`src/hdl/swp_pkg.sv`:
```
// Shared types and constants for the single-wire pulse slave receiver.
// Holds the phase and event codes, the result beat struct and the wait lengths.
// No dependencies.
package swp_pkg;

    // Field widths and defaults of the bus format.
    localparam int ADDRESS_BITS_DEFAULT = 8;
    localparam int DATA_BITS_DEFAULT    = 16;
    localparam int OWN_ADDR_BITS        = 8;
    localparam int WORD_BITS            = 16;
    localparam int UNITS_BITS           = 4;
    localparam int BIT_INDEX_BITS       = 6;
    localparam int QUEUE_DEPTH          = 2;

    // Wait lengths in time units.
    localparam logic [UNITS_BITS-1:0] WAIT_START = 4'd15;
    localparam logic [UNITS_BITS-1:0] WAIT_BIT   = 4'd5;
    localparam logic [UNITS_BITS-1:0] WAIT_ACK   = 4'd8;
    localparam logic [UNITS_BITS-1:0] WAIT_NONE  = 4'd0;

    // The bit counter stops at its top value.
    localparam logic [BIT_INDEX_BITS-1:0] BIT_INDEX_MAX = 6'd63;

    // Frame phase.
    typedef enum logic [1:0] {
        PH_IDLE    = 2'd0,
        PH_ADDRESS = 2'd1,
        PH_DATA    = 2'd2,
        PH_END     = 2'd3
    } t_phase;

    // Classified bus event.
    typedef enum logic [1:0] {
        EV_EDGE_LOW      = 2'd0,
        EV_EDGE_HIGH     = 2'd1,
        EV_WAIT_END_LOW  = 2'd2,
        EV_WAIT_END_HIGH = 2'd3
    } t_event;

    // One result beat.
    typedef struct packed {
        logic                  drive_low;
        logic                  wait_request;
        logic [UNITS_BITS-1:0] wait_units;
        logic                  word_valid;
        logic [WORD_BITS-1:0]  word_value;
        logic                  frame_reset;
    } t_result;

endpackage

```
`src/hdl/swp_fifo.sv`:
```
// Small register-based first-in first-out queue of generic width and depth.
// Used between the front and back ends and as the result buffer.
// No package dependencies.
module swp_fifo #(
    parameter int WIDTH = 8,
    parameter int DEPTH = 2
) (
    input  logic             i_clk,
    input  logic             i_rst_n,
    input  logic             i_push,
    input  logic [WIDTH-1:0] i_data,
    output logic             o_full,
    input  logic             i_pop,
    output logic [WIDTH-1:0] o_data,
    output logic             o_empty
);

    localparam int PW = (DEPTH > 1) ? $clog2(DEPTH) : 1;
    localparam int CW = $clog2(DEPTH + 1);

    logic [WIDTH-1:0] r_mem [DEPTH];
    logic [PW-1:0]    r_wr_ptr, n_wr_ptr;
    logic [PW-1:0]    r_rd_ptr, n_rd_ptr;
    logic [CW-1:0]    r_count, n_count;
    logic             do_push, do_pop;

    assign o_full  = (r_count == CW'(DEPTH));
    assign o_empty = (r_count == '0);
    assign o_data  = r_mem[r_rd_ptr];
    assign do_push = i_push && !o_full;
    assign do_pop  = i_pop && !o_empty;

    // Pointer and fill count update, with wrap at the queue depth.
    always_comb begin
        n_wr_ptr = r_wr_ptr;
        n_rd_ptr = r_rd_ptr;
        n_count  = r_count;
        if (do_push) begin
            n_wr_ptr = (r_wr_ptr == PW'(DEPTH - 1)) ? '0 : r_wr_ptr + 1'b1;
        end
        if (do_pop) begin
            n_rd_ptr = (r_rd_ptr == PW'(DEPTH - 1)) ? '0 : r_rd_ptr + 1'b1;
        end
        if (do_push && !do_pop) begin
            n_count = r_count + 1'b1;
        end else if (do_pop && !do_push) begin
            n_count = r_count - 1'b1;
        end
    end

    always_ff @(posedge i_clk) begin
        if (!i_rst_n) begin
            r_wr_ptr <= '0;
            r_rd_ptr <= '0;
            r_count  <= '0;
        end else begin
            r_wr_ptr <= n_wr_ptr;
            r_rd_ptr <= n_rd_ptr;
            r_count  <= n_count;
        end
    end

    // Storage needs no reset.
    always_ff @(posedge i_clk) begin
        if (do_push) begin
            r_mem[r_wr_ptr] <= i_data;
        end
    end

endmodule

```
`src/hdl/swp_front.sv`:
```
// Front end: accepts bus events, classifies them and queues them.
// Depends on swp_pkg and swp_fifo.
module swp_front
    import swp_pkg::*;
(
    input  logic   i_clk,
    input  logic   i_rst_n,
    input  logic   i_push,
    input  logic   i_kind,
    input  logic   i_line_level,
    output logic   o_full,
    input  logic   i_ev_pop,
    output t_event o_ev,
    output logic   o_ev_empty
);

    t_event                    ev_code;
    logic [$bits(t_event)-1:0] ev_raw;

    // Map the raw kind and level onto an event code.
    always_comb begin
        case ({i_kind, i_line_level})
            2'b00:   ev_code = EV_EDGE_LOW;
            2'b01:   ev_code = EV_EDGE_HIGH;
            2'b10:   ev_code = EV_WAIT_END_LOW;
            2'b11:   ev_code = EV_WAIT_END_HIGH;
            default: ev_code = EV_EDGE_LOW;
        endcase
    end

    // Event queue towards the back end.
    swp_fifo #(
        .WIDTH ($bits(t_event)),
        .DEPTH (QUEUE_DEPTH)
    ) u_ev_fifo (
        .i_clk   (i_clk),
        .i_rst_n (i_rst_n),
        .i_push  (i_push),
        .i_data  (ev_code),
        .o_full  (o_full),
        .i_pop   (i_ev_pop),
        .o_data  (ev_raw),
        .o_empty (o_ev_empty)
    );

    // The queue holds plain bits; hand the head on as an event code.
    assign o_ev = t_event'(ev_raw);

endmodule

```
`src/hdl/swp_back.sv`:
```
// Back end: frame state machine that carries out queued events and buffers results.
// Depends on swp_pkg and swp_fifo.
module swp_back
    import swp_pkg::*;
#(
    parameter int ADDRESS_BITS = ADDRESS_BITS_DEFAULT,
    parameter int DATA_BITS    = DATA_BITS_DEFAULT
) (
    input  logic                     i_clk,
    input  logic                     i_rst_n,
    input  logic                     i_cfg_wr_en,
    input  logic [OWN_ADDR_BITS-1:0] i_cfg_wr_data,
    input  t_event                   i_ev,
    input  logic                     i_ev_empty,
    output logic                     o_ev_pop,
    output t_result                  o_res,
    output logic                     o_res_empty,
    input  logic                     i_res_pop
);

    localparam int AIW       = (ADDRESS_BITS > 1) ? $clog2(ADDRESS_BITS) : 1;
    localparam int DIW       = (DATA_BITS > 1) ? $clog2(DATA_BITS) : 1;
    localparam int CMP_BITS  = (ADDRESS_BITS > OWN_ADDR_BITS) ? ADDRESS_BITS : OWN_ADDR_BITS;
    localparam int WORD_KEEP = (DATA_BITS < WORD_BITS) ? DATA_BITS : WORD_BITS;

    logic [OWN_ADDR_BITS-1:0]  r_own_address;
    t_phase                    r_phase, n_phase;
    logic                      r_waiting, n_waiting;
    logic                      r_acking, n_acking;
    logic                      r_sampled, n_sampled;
    logic [BIT_INDEX_BITS-1:0] r_bit_index, n_bit_index;
    logic [ADDRESS_BITS-1:0]   r_addr_shift, n_addr_shift;
    logic [DATA_BITS-1:0]      r_data_shift, n_data_shift;
    logic                      r_line_drive, n_line_drive;

    logic    res_full, step, clear, level, is_addr, bit_in_field, addr_match;
    t_result res;

    // An event is carried out when a result slot is free.
    assign step     = !i_ev_empty && !res_full;
    assign o_ev_pop = step;
    assign level    = (i_ev == EV_EDGE_HIGH) || (i_ev == EV_WAIT_END_HIGH);
    assign is_addr  = (r_phase == PH_ADDRESS);

    assign bit_in_field = is_addr ? (r_bit_index < BIT_INDEX_BITS'(ADDRESS_BITS))
                                  : (r_bit_index < BIT_INDEX_BITS'(DATA_BITS));
    assign addr_match   = (CMP_BITS'(r_addr_shift) == CMP_BITS'(r_own_address));

    // Own address register, loaded from the configuration port.
    always_ff @(posedge i_clk) begin
        if (!i_rst_n) begin
            r_own_address <= '0;
        end else if (i_cfg_wr_en) begin
            r_own_address <= i_cfg_wr_data;
        end
    end

    // Frame state registers.
    always_ff @(posedge i_clk) begin
        if (!i_rst_n) begin
            r_phase      <= PH_IDLE;
            r_waiting    <= 1'b0;
            r_acking     <= 1'b0;
            r_sampled    <= 1'b1;
            r_bit_index  <= '0;
            r_addr_shift <= '0;
            r_data_shift <= '0;
            r_line_drive <= 1'b0;
        end else if (step) begin
            r_phase      <= n_phase;
            r_waiting    <= n_waiting;
            r_acking     <= n_acking;
            r_sampled    <= n_sampled;
            r_bit_index  <= n_bit_index;
            r_addr_shift <= n_addr_shift;
            r_data_shift <= n_data_shift;
            r_line_drive <= n_line_drive;
        end
    end

    // Next state and result for the event at the head of the queue.
    always_comb begin
        n_phase      = r_phase;
        n_waiting    = r_waiting;
        n_acking     = r_acking;
        n_sampled    = r_sampled;
        n_bit_index  = r_bit_index;
        n_addr_shift = r_addr_shift;
        n_data_shift = r_data_shift;
        n_line_drive = r_line_drive;
        clear        = 1'b0;
        res          = '0;

        if ((i_ev == EV_WAIT_END_LOW) || (i_ev == EV_WAIT_END_HIGH)) begin
            // End of a requested wait: sample the line and stop any acknowledge.
            n_sampled = level;
            n_waiting = 1'b0;
            if (r_acking) begin
                n_line_drive = 1'b0;
                n_acking     = 1'b0;
            end
            if (r_phase == PH_END) begin
                res.word_valid = 1'b1;
                res.word_value = WORD_BITS'(r_data_shift[WORD_KEEP-1:0]);
                clear          = 1'b1;
            end
        end else begin
            case (r_phase)
                PH_IDLE: begin
                    // Start pulse: falling edge opens the long wait.
                    if (!level) begin
                        if (!r_waiting) begin
                            n_waiting        = 1'b1;
                            res.wait_request = 1'b1;
                            res.wait_units   = WAIT_START;
                        end else begin
                            clear = 1'b1;
                        end
                    end else if (!r_waiting && !r_sampled) begin
                        n_phase = PH_ADDRESS;
                    end else begin
                        clear = 1'b1;
                    end
                end
                PH_ADDRESS, PH_DATA: begin
                    if (!level) begin
                        // Falling edge: next bit, or acknowledge once the field is full.
                        if (r_waiting) begin
                            clear = 1'b1;
                        end else if (bit_in_field) begin
                            n_waiting        = 1'b1;
                            res.wait_request = 1'b1;
                            res.wait_units   = WAIT_BIT;
                        end else if (is_addr && !addr_match) begin
                            clear = 1'b1;
                        end else begin
                            n_acking         = 1'b1;
                            n_line_drive     = 1'b1;
                            n_waiting        = 1'b1;
                            res.wait_request = 1'b1;
                            res.wait_units   = WAIT_ACK;
                            if (is_addr) begin
                                n_bit_index = '0;
                                n_phase     = PH_DATA;
                            end else begin
                                n_phase = PH_END;
                            end
                        end
                    end else if (r_waiting || !r_sampled) begin
                        // Rising edge ends the bit; a one bit is stored if it fits.
                        if (!r_waiting && bit_in_field) begin
                            if (is_addr) begin
                                n_addr_shift[r_bit_index[AIW-1:0]] = 1'b1;
                            end else begin
                                n_data_shift[r_bit_index[DIW-1:0]] = 1'b1;
                            end
                        end
                        if (r_bit_index != BIT_INDEX_MAX) begin
                            n_bit_index = r_bit_index + 1'b1;
                        end
                    end else begin
                        clear = 1'b1;
                    end
                end
                default: begin
                    // Any edge during the final acknowledge is a violation.
                    clear = 1'b1;
                end
            endcase
        end

        // Return to idle releases the line and clears the frame.
        if (clear) begin
            n_phase      = PH_IDLE;
            n_waiting    = 1'b0;
            n_acking     = 1'b0;
            n_sampled    = 1'b1;
            n_bit_index  = '0;
            n_addr_shift = '0;
            n_data_shift = '0;
            n_line_drive = 1'b0;
        end
        res.frame_reset = clear;
        res.drive_low   = n_line_drive;
    end

    // Result buffer towards the receiver.
    swp_fifo #(
        .WIDTH ($bits(t_result)),
        .DEPTH (QUEUE_DEPTH)
    ) u_res_fifo (
        .i_clk   (i_clk),
        .i_rst_n (i_rst_n),
        .i_push  (step),
        .i_data  (res),
        .o_full  (res_full),
        .i_pop   (i_res_pop),
        .o_data  (o_res),
        .o_empty (o_res_empty)
    );

    // The line is driven exactly while an acknowledge is in progress.
    a_drive_acking: assert property (@(posedge i_clk) disable iff (!i_rst_n)
        r_line_drive == r_acking)
        else $error("line drive and acknowledge flag disagree");

    // A delivered word always ends the frame.
    a_word_ends_frame: assert property (@(posedge i_clk) disable iff (!i_rst_n)
        (step && res.word_valid) |-> res.frame_reset)
        else $error("word delivered without frame reset");

    // A frame reset leaves the machine idle with nothing pending.
    a_reset_idle: assert property (@(posedge i_clk) disable iff (!i_rst_n)
        (step && res.frame_reset) |=> (r_phase == PH_IDLE && !r_waiting && !r_acking))
        else $error("frame reset did not return to idle");

    // An event is only consumed when its result can be stored.
    a_no_overflow: assert property (@(posedge i_clk) disable iff (!i_rst_n)
        o_ev_pop |-> (!res_full && !i_ev_empty))
        else $error("event consumed without room for its result");

endmodule

```
`src/hdl/single_wire_pulse_slave_receiver.sv`:
```
// Top level of the single-wire pulse-width-coded bus slave receiver.
// Depends on swp_pkg, swp_front, swp_back and swp_fifo.
//
// Usage:
//   Bus events enter on the input queue: present i_kind (0 line edge, 1 end of
//   a requested wait) and i_line_level with push; a beat is taken at a clock
//   edge with push high and full low. Every event yields exactly one result
//   beat on the output queue: while empty is low the oldest result is on the
//   o_ ports, and it is taken at a clock edge with pop high.
//   The own address is written through i_cfg_wr_en and i_cfg_wr_data; the user
//   must do this only while no frame is in flight, as the block does not check it.
// Flow and throughput:
//   A result reaches the o_ ports once its event has been taken into the front
//   event queue, worked on by the state machine at the head of that queue, and
//   its result pushed into the result queue. The state machine retires one event
//   per cycle while the result queue has room, so one event per cycle is
//   sustained while the receiver keeps popping.
// Reset and stalls:
//   Synchronous active-low reset empties both queues, returns the frame to
//   idle, releases the line and clears the own address. If the receiver stops
//   popping, the result queue fills, the state machine holds, the event queue
//   fills and full rises; nothing is lost.
module single_wire_pulse_slave_receiver
    import swp_pkg::*;
#(
    parameter int ADDRESS_BITS = ADDRESS_BITS_DEFAULT,
    parameter int DATA_BITS    = DATA_BITS_DEFAULT
) (
    input  logic                     i_clk,
    input  logic                     i_rst_n,
    input  logic                     i_cfg_wr_en,
    input  logic [OWN_ADDR_BITS-1:0] i_cfg_wr_data,
    input  logic                     push,
    output logic                     full,
    input  logic                     i_kind,
    input  logic                     i_line_level,
    output logic                     empty,
    input  logic                     pop,
    output logic                     o_drive_low,
    output logic                     o_wait_request,
    output logic [UNITS_BITS-1:0]    o_wait_units,
    output logic                     o_word_valid,
    output logic [WORD_BITS-1:0]     o_word_value,
    output logic                     o_frame_reset
);

    t_event  ev;
    logic    ev_empty, ev_pop;
    t_result res;

    swp_front u_front (
        .i_clk        (i_clk),
        .i_rst_n      (i_rst_n),
        .i_push       (push),
        .i_kind       (i_kind),
        .i_line_level (i_line_level),
        .o_full       (full),
        .i_ev_pop     (ev_pop),
        .o_ev         (ev),
        .o_ev_empty   (ev_empty)
    );

    swp_back #(
        .ADDRESS_BITS (ADDRESS_BITS),
        .DATA_BITS    (DATA_BITS)
    ) u_back (
        .i_clk         (i_clk),
        .i_rst_n       (i_rst_n),
        .i_cfg_wr_en   (i_cfg_wr_en),
        .i_cfg_wr_data (i_cfg_wr_data),
        .i_ev          (ev),
        .i_ev_empty    (ev_empty),
        .o_ev_pop      (ev_pop),
        .o_res         (res),
        .o_res_empty   (empty),
        .i_res_pop     (pop)
    );

    // Unpack the result beat onto the output ports.
    assign o_drive_low    = res.drive_low;
    assign o_wait_request = res.wait_request;
    assign o_wait_units   = res.wait_units;
    assign o_word_valid   = res.word_valid;
    assign o_word_value   = res.word_value;
    assign o_frame_reset  = res.frame_reset;

endmodule

```
`config.mk`:
```
export PLATFORM = sky130hd
export DESIGN_NAME = single_wire_pulse_slave_receiver
export DESIGN_NICKNAME = d
export VERILOG_FILES = /design/src/hdl/swp_pkg.sv /design/src/hdl/swp_fifo.sv /design/src/hdl/swp_front.sv /design/src/hdl/swp_back.sv /design/src/hdl/single_wire_pulse_slave_receiver.sv
export SDC_FILE = /design/constraint.sdc
export NUM_CORES = 1
export LEC_CHECK = 0
export BUFFER_PORTS_ARGS = -buffer_cell sky130_fd_sc_hd__buf_4
export CAP_MARGIN = 20
export CORE_AREA = 2 2 95 97
export CTS_CLUSTER_DIAMETER = 40
export DETAILED_ROUTE_END_ITERATION = 8
export DIE_AREA = 0 0 97 99
export PLACE_DENSITY = 0.73
export SLEW_MARGIN = 20
export SYNTH_ARGS = -nofsm -noshare
export SYNTH_HDL_FRONTEND = slang
export SYNTH_SLANG_ARGS = --single-unit
```
`constraint.sdc`:
```
create_clock -name i_clk -period 3.05 [get_ports i_clk]
set_clock_uncertainty 0.15 [all_clocks]
set_input_delay 0.305 -clock i_clk [delete_from_list [all_inputs] [get_ports i_clk]]
set_output_delay 0.305 -clock i_clk [all_outputs]
set_load 0.01 [all_outputs]
```
==> out/qor.yml <==
placed_design:
  portBuffers: 40
  gp_congestion: 0.972
  dp_hpwl_um: 6240
  post-place-ws_ns: 0.533
  dp.cells: 552
clock_network:
  cts_tree: "yes"
  clk_path_buf_depth: 2
  cts_sinks: 104
  cts-buffers-inserted: 9
  cts-root-buf: "clkbuf_8"
  clkTransAtPathRegs_ns: 0.11
  ctsResizeCount: 0
  worstSkewPairLatency_ns: 0.36
  cts_max_level: 3
cells_and_area:
  final_cell_mix: "nor2_1, dfxtp_1, edfxtp_1, buf_4"
  final_util_pct: 61.2
  drive_above_1_share_pct: 21.0
  final_nets: 482
  area_delta_synth_final_pct: 14.2
  diodes: 0
  layoutNonFillerInstCount: 570
  fillCellCount: 708
  final_common_cell: "nor2_1"
run:
  drv_cap: 0
pwr:
  combPwrFrac_pct: 35.8
  p_sw_share_pct: 34.0
  leakage_uw: 0.00209
  p_seq_share_pct: 44.1
  ir_worst_vdd_mv: 0.421
  p_sw_uw: 1500
  p_per_area_nw_per_um2: 841
  internal-power_uw: 2910
  clkPwrFrac_pct: 20.2
synth:
  ys_seq_area_share_pct: 56.3
  synth.top_cells.by_area: "edfxtp_1, dfxtp_1, mux2_2"
  ys_warn_count: 0
  synth_edf_count: 50
  syn_nets: 441
  synth_top_area_cell: "edfxtp_1"
  avgSynthCellArea_um2: 11.0
  synth_ff_type: "dfxtp_1"
  syn_area_um2: 4590
  ys_ff_latch: 104
  syn_inst: 416
  async_flop_share_pct: 0
  yosysTopAreaCellShare_pct: 32.7
  ys_types: 53
timing:
  setup_viol: 0
  drv_slew: 0
  fin_setup_tns_ns: 0
  min_period_ns: 2.59
  rsz0062_at_grt: "false"
  period_share_pct: 84.9
  hold_violations: 0
  timing.final.ws_setup_ns: 0.460
  timing.slew.headroom_pct: 47.8
  worstMarginPinSlew_ns: 0.776
  fmax_mhz: 386
critical_path:
  cpMostUsedCell: "nand2_1"
  crit_path_end_kind: "flip-flop"
  path_max_fanout: 9
  crit_required_ns: 3.16
  path_class: "flip-flop to flip-flop"
  crit_path_top_delay_cell: "nor3_1"
  crit_path_max_incr_delay_ns: 0.50
  critPathLaunchType: "flip-flop"
  path_cells: "inv_1, ha_1, a211oi_1, o21ai_1, nand2_1, nor3_1, nand2_1, a221oi_1"
  critPathArrivalTime_ns: 2.70
global_route:
  antenna_found_initial: 0
  gr-total-overflow: 0
  grt_max_degree: 28
  grt_pass1_vias: 3171
  track_usage_pct: 20.4
  grt_pass1_wl_um: 15800
routing:
  routed_wl_um: 9100
  drtIter0Drc: 293
  vias: 3238
  vias_per_cell: 5.68
  wl_per_cell_um: 16.0
  drtPass1Iterations: 5
  drc: 0
  ant_nets: 0
floorplanning:
  dieArea_um2: 9600
  io_pins: 41
  die_x_um: 97
  start_util_pct: 53.6
  core_area_um2: 8550
  die_h_um: 99
  num_rows: 34
outcome:
  status: "finished clean"
worst_hold_path:
  hold_class: "input port to flip-flop"
## metal layers
layer | routed length, µm | global-route usage [%] | share of wire [%]
met5 | 0 | 0 | 0
met3 | 490 | 3.33 | 5.4
met2 | 4170 | 31.4 | 46
met1 | 4260 | 29.1 | 47
met4 | 181 | 7.91 | 2.0
## cell usage after synthesis, types with 7 or more instances
master     n
mux2_2    24
inv_1     17
ha_1      10
nand2_1   13
clkbuf_1  15
and3_1    24
nor2_1    62
xnor2_1   10
mux2i_1   10
a21oi_1   24
edfxtp_1  50
a211oi_1   8
o21ai_0    9
dfxtp_1   54
a41oi_1    7
## layout make-up
class | count | area, µm² | share of cell area, %
sequential | 104 | 2580 | 49.3
multi-input combinational | 274 | 1860 | 35.4
timing repair buffer | 50 | 380 | 7.27
tap | 108 | 135 | 2.58
clock buffer | 9 | 124 | 2.37
clock inverter | 7 | 90.1 | 1.72
inverter | 18 | 67.6 | 1.29
## power groups by stage
stage,Combinational (µW),Sequential (µW),Clock (µW)
after CTS,1580,1940,907
after global placement,1550,1950,0
final,1570,1940,888
after detailed placement,1570,1980,0
after global routing,1720,1980,968
after floorplan,1030,1920,0
## through the flow
step                hold slack, ns  area (µm²)  power, µW
global route                0.0438        5240       4670
floorplan                    0.279        4590       2950
CTS                         0.0130        5240       4430
finish                      0.0275        5240       4400
global placement             0.296        5000       3500
detailed placement           0.302        5000       3540
## critical path: cells and delay by family, from the launching register on
family / cells / cell delay (ns)
and+or+nand+nor: 3 / 0.91
AOI/OAI and AO/OA: 3 / 0.56
DFF: 1 / 0.42
adders and majority gates: 1 / 0.38
buffers and inverters: 1 / 0.07
## cell families (layout without fill, tap and decap cells)
kind of cell,after synthesis,count (layout),synth area share (%)
xor gates and xnor gates,16,16,3.06
adders and majority gates,10,10,2.73
muxes,35,35,8.40
AOI/OAI and AO/OA,83,83,12.7
DFF,104,104,56.3
buffers and inverters,38,84,3.27
and+or+nand+nor,130,130,13.5
## registers in the layout, indices dropped and copies added (netlist names), 4 cells and up, named ones only
register / cells
u_back.r_addr_shift: 8
u_back.r_bit_index: 6
u_back.r_data_shift: 16
u_back.r_own_address: 8
u_back.u_res_fifo.r_mem: 46
u_front.u_ev_fifo.r_mem: 4
## final timing paths
check,from,depth (start not counted),to,slack [ns]
setup / recovery,u_back.r_phase[0],8,u_back.r_bit_index[1],0.46
hold / removal,i_cfg_wr_data[1],3,u_back.r_own_address[1],0.03
setup reg to reg,u_back.r_phase[0],8,u_back.r_bit_index[1],0.46
hold reg to reg,u_back.r_data_shift[6],2,u_back.r_data_shift[6],0.32
## timing repair
action | in CTS | in global routing
endpoints found under the hold margin | 4 | 0
buffers inserted | 0 | 0
hold buffers | 2 | 0
Note: power is estimated with default switching activity, not from simulation.
